`config.mk`:
```
export PLATFORM = sky130hd
export DESIGN_NAME = rgb565_per_channel_biquad_filter_flat
export DESIGN_NICKNAME = d
export VERILOG_FILES = /design/src/design/rgbbq_pkg.sv /design/src/design/rgbbq_in_if.sv /design/src/design/rgbbq_out_if.sv /design/src/design/rgbbq_lane.sv /design/src/design/rgbbq_merge.sv /design/src/design/rgb565_per_channel_biquad_filter.sv /design/src/flat_wrapper.sv
export VERILOG_INCLUDE_DIRS = /design/src /design/src/design
export SDC_FILE = /design/constraint.sdc
export NUM_CORES = 2
export LEC_CHECK = 0
export BUFFER_PORTS_ARGS = -buffer_cell sky130_fd_sc_hd__buf_2
export CORE_MARGIN = 5
export CORE_UTILIZATION = 50
export DETAILED_ROUTE_END_ITERATION = 8
export GPL_ROUTABILITY_DRIVEN = 1
export PLACE_DENSITY_LB_ADDON = 0.15
export SLEW_MARGIN = 20
export SYNTH_ARGS = -nofsm -noshare
export SYNTH_HDL_FRONTEND = slang
export SYNTH_HIERARCHICAL = 1
export SYNTH_SLANG_ARGS = --single-unit
```
`constraint.sdc`:
```
create_clock -name clk -period 14 [get_ports clk]
set_input_delay 2.1 -clock clk [delete_from_list [all_inputs] [get_ports clk]]
set_output_delay 2.1 -clock clk [all_outputs]
set_load 0.01 [all_outputs]
```
`src/design/rgb565_per_channel_biquad_filter_defines.svh`:
```
// Assertion macros shared by the filter RTL.
// Each macro expects clk and rst_n to be visible where it is used.
`ifndef RGB565_PER_CHANNEL_BIQUAD_FILTER_DEFINES_SVH
`define RGB565_PER_CHANNEL_BIQUAD_FILTER_DEFINES_SVH

// Same-cycle implication.
`define RGBBQ_ASSERT_IMP(lbl, ante, cons) \
  lbl: assert property (@(posedge clk) disable iff (!rst_n) (ante) |-> (cons)) \
    else $error("rgbbq: assertion failed");

// Next-cycle implication.
`define RGBBQ_ASSERT_NXT(lbl, ante, cons) \
  lbl: assert property (@(posedge clk) disable iff (!rst_n) (ante) |=> (cons)) \
    else $error("rgbbq: assertion failed");

`endif

```
`src/design/rgbbq_pkg.sv`:
```
package rgbbq_pkg;

  localparam int PIX_W     = 16;
  localparam int CH_W      = 8;
  localparam int REG_W     = 60;
  localparam int REG_IDX_W = 2;
  localparam int FRAC_BITS = 8;
  localparam int W_BITS    = 16;

  typedef logic [REG_W-1:0] coef_reg_t;
  typedef logic [PIX_W-1:0] pixel_t;
  typedef logic [CH_W-1:0]  chan_t;

  typedef enum logic [REG_IDX_W-1:0] {
    REG_RED   = 2'd0,
    REG_GREEN = 2'd1,
    REG_BLUE  = 2'd2
  } reg_idx_t;

  typedef enum logic [1:0] {
    PH_W  = 2'd0,
    PH_B0 = 2'd1,
    PH_Y  = 2'd2
  } phase_t;

  typedef struct packed {
    logic   start;
    logic   step;
    phase_t phase;
  } lane_ctl_t;

endpackage

```
`src/design/rgbbq_in_if.sv`:
```
interface rgbbq_in_if;
  import rgbbq_pkg::*;

  logic   valid;
  logic   ready;
  pixel_t pixel_in;

  modport source (output valid, output pixel_in, input ready);
  modport sink (input valid, input pixel_in, output ready);
endinterface

```
`src/design/rgbbq_out_if.sv`:
```
interface rgbbq_out_if;
  import rgbbq_pkg::*;

  logic   valid;
  logic   ready;
  pixel_t pixel_out;

  modport source (output valid, output pixel_out, input ready);
  modport sink (input valid, input pixel_out, output ready);
endinterface

```
`src/design/rgbbq_lane.sv`:
```
module rgbbq_lane #(
  parameter int COEF_BITS = 12
) (
  input  logic                  clk,
  input  logic                  rst_n,
  input  rgbbq_pkg::lane_ctl_t  ctl,
  input  rgbbq_pkg::coef_reg_t  coef,
  input  rgbbq_pkg::chan_t      x_in,
  output rgbbq_pkg::chan_t      y_out
);
  import rgbbq_pkg::*;

  localparam int PW    = COEF_BITS + W_BITS;
  localparam int AW    = COEF_BITS + W_BITS + 2;
  localparam int QW    = AW - FRAC_BITS;
  localparam int EXT_W = (5 * COEF_BITS > REG_W) ? 5 * COEF_BITS : REG_W;

  logic [EXT_W-1:0]            coef_ext;
  logic signed [COEF_BITS-1:0] b0, b1, b2, a1, a2;
  logic signed [COEF_BITS-1:0] c0, c1;
  logic signed [W_BITS-1:0]    d0;
  logic signed [PW-1:0]        m0, m1;

  logic signed [W_BITS-1:0] w1_r, w2_r;
  logic signed [W_BITS-1:0] w_r, w_nxt;
  chan_t                    x_r;
  logic signed [PW-1:0]     pa_r, pb_r, pc_r;
  logic signed [AW-1:0]     ps_r;

  logic signed [AW-1:0] acc_w, acc_y;
  logic [QW-1:0]        q_w;
  logic                 pos_ovf, neg_ovf;

  assign coef_ext = EXT_W'(coef);
  assign b0 = coef_ext[0*COEF_BITS +: COEF_BITS];
  assign b1 = coef_ext[1*COEF_BITS +: COEF_BITS];
  assign b2 = coef_ext[2*COEF_BITS +: COEF_BITS];
  assign a1 = coef_ext[3*COEF_BITS +: COEF_BITS];
  assign a2 = coef_ext[4*COEF_BITS +: COEF_BITS];

  always_comb begin
    priority if (ctl.start) begin
      c0 = a1;
      d0 = w1_r;
      c1 = a2;
    end else if (ctl.phase == PH_W) begin
      c0 = b1;
      d0 = w1_r;
      c1 = b2;
    end else begin
      c0 = b0;
      d0 = w_r;
      c1 = b2;
    end
  end

  assign m0 = c0 * d0;
  assign m1 = c1 * w2_r;

  // Feedback value: (x*256 - a1*w1 - a2*w2) / 256 toward zero, saturated.
  assign acc_w = AW'($signed({1'b0, x_r, 8'h00})) - AW'(pa_r) - AW'(pb_r);
  assign q_w   = acc_w[AW-1:FRAC_BITS] +
                 QW'(acc_w[AW-1] && (|acc_w[FRAC_BITS-1:0]));
  assign pos_ovf = !q_w[QW-1] && (|q_w[QW-2:W_BITS-1]);
  assign neg_ovf = q_w[QW-1] && !(&q_w[QW-2:W_BITS-1]);

  always_comb begin
    priority if (pos_ovf) begin
      w_nxt = 16'sh7FFF;
    end else if (neg_ovf) begin
      w_nxt = -16'sh8000;
    end else begin
      w_nxt = q_w[W_BITS-1:0];
    end
  end

  // Output value, only its low byte is kept.
  assign acc_y = AW'(pc_r) + ps_r;
  assign y_out = acc_y[FRAC_BITS +: CH_W] +
                 CH_W'(acc_y[AW-1] && (|acc_y[FRAC_BITS-1:0]));

  always_ff @(posedge clk) begin
    if (ctl.start) begin
      x_r  <= x_in;
      pa_r <= m0;
      pb_r <= m1;
    end else if (ctl.step) begin
      unique case (ctl.phase)
        PH_W: begin
          w_r  <= w_nxt;
          pa_r <= m0;
          pb_r <= m1;
        end
        PH_B0: begin
          pc_r <= m0;
          ps_r <= AW'(pa_r) + AW'(pb_r);
        end
        default: begin
        end
      endcase
    end
  end

  always_ff @(posedge clk) begin
    if (!rst_n) begin
      w1_r <= '0;
      w2_r <= '0;
    end else if (ctl.step && ctl.phase == PH_B0) begin
      w2_r <= w1_r;
      w1_r <= w_r;
    end
  end

endmodule

```
`src/design/rgbbq_merge.sv`:
```
module rgbbq_merge (
  input  logic              clk,
  input  logic              rst_n,
  input  logic              load,
  input  rgbbq_pkg::chan_t  y_red,
  input  rgbbq_pkg::chan_t  y_green,
  input  rgbbq_pkg::chan_t  y_blue,
  output logic              free,
  rgbbq_out_if.source       out_ch
);
  import rgbbq_pkg::*;

  logic   valid_r;
  pixel_t pixel_r;

  assign free             = !valid_r || out_ch.ready;
  assign out_ch.valid     = valid_r;
  assign out_ch.pixel_out = pixel_r;

  always_ff @(posedge clk) begin
    if (!rst_n) begin
      valid_r <= 1'b0;
    end else if (load) begin
      valid_r <= 1'b1;
    end else if (out_ch.ready) begin
      valid_r <= 1'b0;
    end
  end

  always_ff @(posedge clk) begin
    if (load) begin
      pixel_r <= {y_red[7:3], y_green[7:2], y_blue[7:3]};
    end
  end

endmodule

```
`src/design/rgb565_per_channel_biquad_filter.sv`:
```
// RGB565 per-channel biquad filter.
// in_ch takes one RGB565 word per handshake; out_ch returns one filtered RGB565
// word for every input word, in order. Each channel is widened to 8 bits and
// runs through its own direct form II second-order section in a lane of its
// own; the three lane results are packed into the output register.
// Coefficients are written on cfg_we/cfg_index/cfg_data: index 0 red,
// 1 green, 2 blue, five signed COEF_BITS fields b0, b1, b2, a1, a2 from bit 0
// up. Write them only while the filter is idle.
// A word accepted on in_ch passes the sequencer phases PH_W, PH_B0 and PH_Y,
// which walk each lane's two multipliers through the feedback products, the
// saturated state value and the b0 product, and then goes to the output register.
// in_ch.ready stays low until then, so no new word is taken while one is busy.
// Reset loads b0 = 1.0 and all other coefficients with zero for every
// channel, clears the filter state and empties the output register.
// When out_ch stalls, the finished word holds in the lanes, in_ch.ready stays
// low and the filter state does not advance until the output register frees.
`include "rgb565_per_channel_biquad_filter_defines.svh"

module rgb565_per_channel_biquad_filter #(
  parameter int COEF_BITS = 12
) (
  input  logic                         clk,
  input  logic                         rst_n,
  rgbbq_in_if.sink                     in_ch,
  rgbbq_out_if.source                  out_ch,
  input  logic                         cfg_we,
  input  logic [rgbbq_pkg::REG_IDX_W-1:0] cfg_index,
  input  rgbbq_pkg::coef_reg_t         cfg_data
);
  import rgbbq_pkg::*;

  coef_reg_t coef_red_r, coef_green_r, coef_blue_r;
  logic      busy_r;
  phase_t    phase_r;
  logic      in_fire, free, done, step;
  lane_ctl_t ctl;
  chan_t     r8, g8, b8;
  chan_t     yr, yg, yb;

  always_ff @(posedge clk) begin
    if (!rst_n) begin
      coef_red_r   <= REG_W'(256);
      coef_green_r <= REG_W'(256);
      coef_blue_r  <= REG_W'(256);
    end else if (cfg_we) begin
      unique case (cfg_index)
        REG_RED:   coef_red_r   <= cfg_data;
        REG_GREEN: coef_green_r <= cfg_data;
        REG_BLUE:  coef_blue_r  <= cfg_data;
        default: begin
        end
      endcase
    end
  end

  assign in_ch.ready = !busy_r;
  assign in_fire     = in_ch.valid && !busy_r;
  assign done        = busy_r && phase_r == PH_Y && free;
  assign step        = busy_r && (phase_r != PH_Y || free);

  always_ff @(posedge clk) begin
    if (!rst_n) begin
      busy_r  <= 1'b0;
      phase_r <= PH_W;
    end else if (in_fire) begin
      busy_r  <= 1'b1;
      phase_r <= PH_W;
    end else if (step) begin
      unique case (phase_r)
        PH_W:  phase_r <= PH_B0;
        PH_B0: phase_r <= PH_Y;
        PH_Y:  busy_r  <= 1'b0;
        default: phase_r <= PH_W;
      endcase
    end
  end

  assign ctl.start = in_fire;
  assign ctl.step  = step;
  assign ctl.phase = phase_r;

  assign r8 = {in_ch.pixel_in[15:11], 3'b000};
  assign g8 = {in_ch.pixel_in[10:5], 2'b00};
  assign b8 = {in_ch.pixel_in[4:0], 3'b000};

  rgbbq_lane #(.COEF_BITS(COEF_BITS)) u_lane_red (
    .clk   (clk),
    .rst_n (rst_n),
    .ctl   (ctl),
    .coef  (coef_red_r),
    .x_in  (r8),
    .y_out (yr)
  );

  rgbbq_lane #(.COEF_BITS(COEF_BITS)) u_lane_green (
    .clk   (clk),
    .rst_n (rst_n),
    .ctl   (ctl),
    .coef  (coef_green_r),
    .x_in  (g8),
    .y_out (yg)
  );

  rgbbq_lane #(.COEF_BITS(COEF_BITS)) u_lane_blue (
    .clk   (clk),
    .rst_n (rst_n),
    .ctl   (ctl),
    .coef  (coef_blue_r),
    .x_in  (b8),
    .y_out (yb)
  );

  rgbbq_merge u_merge (
    .clk     (clk),
    .rst_n   (rst_n),
    .load    (done),
    .y_red   (yr),
    .y_green (yg),
    .y_blue  (yb),
    .free    (free),
    .out_ch  (out_ch)
  );

  `RGBBQ_ASSERT_NXT(a_accept_starts, in_fire, busy_r && phase_r == PH_W)
  `RGBBQ_ASSERT_NXT(a_w_advances, busy_r && phase_r == PH_W, busy_r && phase_r == PH_B0)
  `RGBBQ_ASSERT_NXT(a_done_loads, done, out_ch.valid && !busy_r)
  `RGBBQ_ASSERT_NXT(a_stall_holds, busy_r && phase_r == PH_Y && !free, busy_r && phase_r == PH_Y)

endmodule

```
`src/flat_wrapper.sv`:
```
// flat-port wrapper written by rule: the top's interface ports become plain ports
module rgb565_per_channel_biquad_filter_flat import rgbbq_pkg::*;
#(
  parameter int COEF_BITS = 12
)
  (clk, rst_n, cfg_we, cfg_index, cfg_data, in_ch_valid, in_ch_pixel_in, in_ch_ready, out_ch_valid, out_ch_pixel_out, out_ch_ready);
  rgbbq_in_if in_ch_i ();
  rgbbq_out_if out_ch_i ();
  input  logic clk;
  input  logic rst_n;
  input  logic cfg_we;
  input  logic [rgbbq_pkg::REG_IDX_W-1:0] cfg_index;
  input  rgbbq_pkg::coef_reg_t cfg_data;
  input wire logic [$bits(in_ch_i.valid)-1:0] in_ch_valid;
  input wire logic [$bits(in_ch_i.pixel_in)-1:0] in_ch_pixel_in;
  output wire logic [$bits(in_ch_i.ready)-1:0] in_ch_ready;
  output wire logic [$bits(out_ch_i.valid)-1:0] out_ch_valid;
  output wire logic [$bits(out_ch_i.pixel_out)-1:0] out_ch_pixel_out;
  input wire logic [$bits(out_ch_i.ready)-1:0] out_ch_ready;
  assign in_ch_i.valid = in_ch_valid;
  assign in_ch_i.pixel_in = in_ch_pixel_in;
  assign in_ch_ready = in_ch_i.ready;
  assign out_ch_valid = out_ch_i.valid;
  assign out_ch_pixel_out = out_ch_i.pixel_out;
  assign out_ch_i.ready = out_ch_ready;
  rgb565_per_channel_biquad_filter #(.COEF_BITS(COEF_BITS)) u_core (.clk(clk), .rst_n(rst_n), .in_ch(in_ch_i), .out_ch(out_ch_i), .cfg_we(cfg_we), .cfg_index(cfg_index), .cfg_data(cfg_data));
endmodule
```
==> impl_metrics.json <==
{
  "finalCritPeriodShare": 0.689,
  "drt-wirelength-per-cell_um": 19.6,
  "port_buffers": 100,
  "die_x_um": 416,
  "cp_common_cell": "fa_1",
  "regArea_um2": 18400,
  "cpPeakStageDelay_ps": 770,
  "worstPathMaxFanout": 86,
  "clk_latency_ps": 720,
  "detail-route-antenna-nets": 0,
  "dp_cells": 10800,
  "grtUsageTotal": 0.250,
  "p_leak_nw": 41.5,
  "syn_inst": 8697,
  "dr.pass1.iters": 6,
  "cp.required_ps": 14430,
  "post-route-min-period_ps": 9650,
  "drive_above_1_share": 0.0594,
  "instances_no_fill": 10900,
  "tns_ps": 0,
  "crit_path_start_kind": "primary input",
  "die_area_um2": 173000,
  "nNetsFinal": 10600,
  "grt.overflow.total": 0,
  "netlist_area_um2": 82400,
  "cp_slowest_cell": "or2_2",
  "powerDensity_nw_per_um2": 88.2,
  "finalWirelength_mm": 214,
  "antenna_found_initial": 3,
  "cts_buffers": 83,
  "ctsResizeCount": 0,
  "start_util": 0.501,
  "max_freq_ghz": 0.104,
  "holdPathStages": 2,
  "cts_tree": "done",
  "first_iter_violations": 3595,
  "syn_avg_cell_area_um2": 9.48,
  "die_h_um": 416,
  "gp_congestion": 0.950,
  "cts_num_sinks": 707,
  "ir_drop_mv": 0.0916,
  "maxSlewViolCount": 0,
  "p_total_mw": 7.74,
  "grt_pass1_wl_mm": 342,
  "drv_cap": 0,
  "path_clk_slew_ps": 60,
  "cts_root_buf": "clkbuf_16",
  "skew_ps": 42.7,
  "hold_viol": 0,
  "place_ws_ps": 3640,
  "grt_max_degree": 209,
  "drcViolationCount": 0,
  "r2r_cells": 24,
  "cp.arrival_ps": 10080,
  "multi_input_area_um2": 56600,
  "cts.path.max_buffers": 3,
  "setup_viol": 0,
  "postCtsSetupRepairBufs": 0,
  "critical_path_class": "in2reg",
  "fillers": 15000,
  "crit_path_end_kind": "register",
  "vias": 58800,
  "via_per_inst": 5.37,
  "status": "completed",
  "layout_setup_ws_ps": 4350,
  "coreArea_um2": 164000,
  "grt_pass1_vias": 61500,
  "io_pins": 101,
  "dp_hpwl_mm": 176,
  "syn_to_final_growth_pct": 6.42,
  "slew_headroom": 0.208,
  "hold_path_class": "reg2reg",
  "rsz0062_at_grt": "no",
  "rows": 149,
  "ys_warn_count": 6,
  "htree_levels": 3,
  "hold_buffers": 0,
  "worst_pin_slew_ps": 1180
}
[cell type report]
class	instances	share of cell area
Clock buffer	106	0.0261
Clock inverter	50	0.00753
Tap cell	2189	0.0312
Multi-Input combinational cell	6143	0.646
Sequential cell	707	0.210
Timing Repair Buffer	161	0.0113
Antenna cell	2	0.0000571
Inverter	1586	0.0679
[through the flow]
stage	area [µm²]	hold slack, ps	util
6_report	87700	455	0.533
5_1_grt	87700	472	0.533
4_1_cts	87700	457	0.533
3_5_place_dp	84700	448	0.515
3_3_place_gp	84700	439	0.515
2_1_floorplan	82400	431	-
[report_power, final]
part           internal [mW]  switching [mW]  leakage [nW]
logic                   1.05            1.79          33.6
clock network           1.41           0.951          1.43
registers               2.42           0.118          6.43
[final timing paths]
check / to / slack (ps) / start
worst max-delay path: u_core/u_lane_green/pc_r[27]$_DFFE_PP_ / 4350 / in_ch_valid
worst max register to register: u_core/u_lane_green/pc_r[27]$_DFFE_PP_ / 5490 / u_core/busy_r$_SDFFE_PN0P_
worst min-delay path: u_core/coef_red_r[32]$_SDFFE_PN0P_ / 460 / u_core/coef_red_r[32]$_SDFFE_PN0P_
worst min register to register: u_core/coef_red_r[32]$_SDFFE_PN0P_ / 460 / u_core/coef_red_r[32]$_SDFFE_PN0P_
[flip-flops by register name (all words and copies together) (netlist names), 29 cells and up]
| signal | count |
|---|---|
| u_core/u_lane_green/ps_r | 29 |
| u_core/u_lane_blue/ps_r | 29 |
| u_core/u_lane_red/ps_r | 29 |
| u_core/coef_red_r | 60 |
| u_core/coef_green_r | 60 |
| u_core/coef_blue_r | 60 |
[cells in the final DEF, fill, tap and decap left out, types with 36 or more instances in the layout]
cell / n
a21boi_0: 121
a21o_1: 107
a21oi_1: 240
and2_1: 227
buf_2: 99
buf_4: 59
clkbuf_16: 87
dfxtp_1: 280
edfxtp_1: 427
fa_1: 1101
ha_1: 705
inv_1: 1586
mux2_2: 85
mux2i_1: 259
nand2_1: 1328
nand2b_1: 54
nand3_1: 96
nor2_1: 426
nor2b_1: 64
nor3_1: 88
o21a_1: 65
o21ai_0: 192
o21ai_1: 43
o21bai_1: 36
or2_2: 41
xnor2_1: 273
xor2_1: 97
[layer usage]
metal	track usage	vias up	share of wire
li1	-	27700	-
met5	0	-	0.00013
met3	0.0329	286	0.046
met2	0.432	1224	0.49
met4	0.0955	4	0.041
met1	0.321	29500	0.42
[worst max-delay path, delay by kind of cell]
family	cells	cell delay, ps
xor+xnor	1	160
simple gates	7	2130
fa+ha+maj	6	2610
compound gates	6	1830
buf+inv	4	650
mux	1	490
Power figures use the tool's default switching activity.
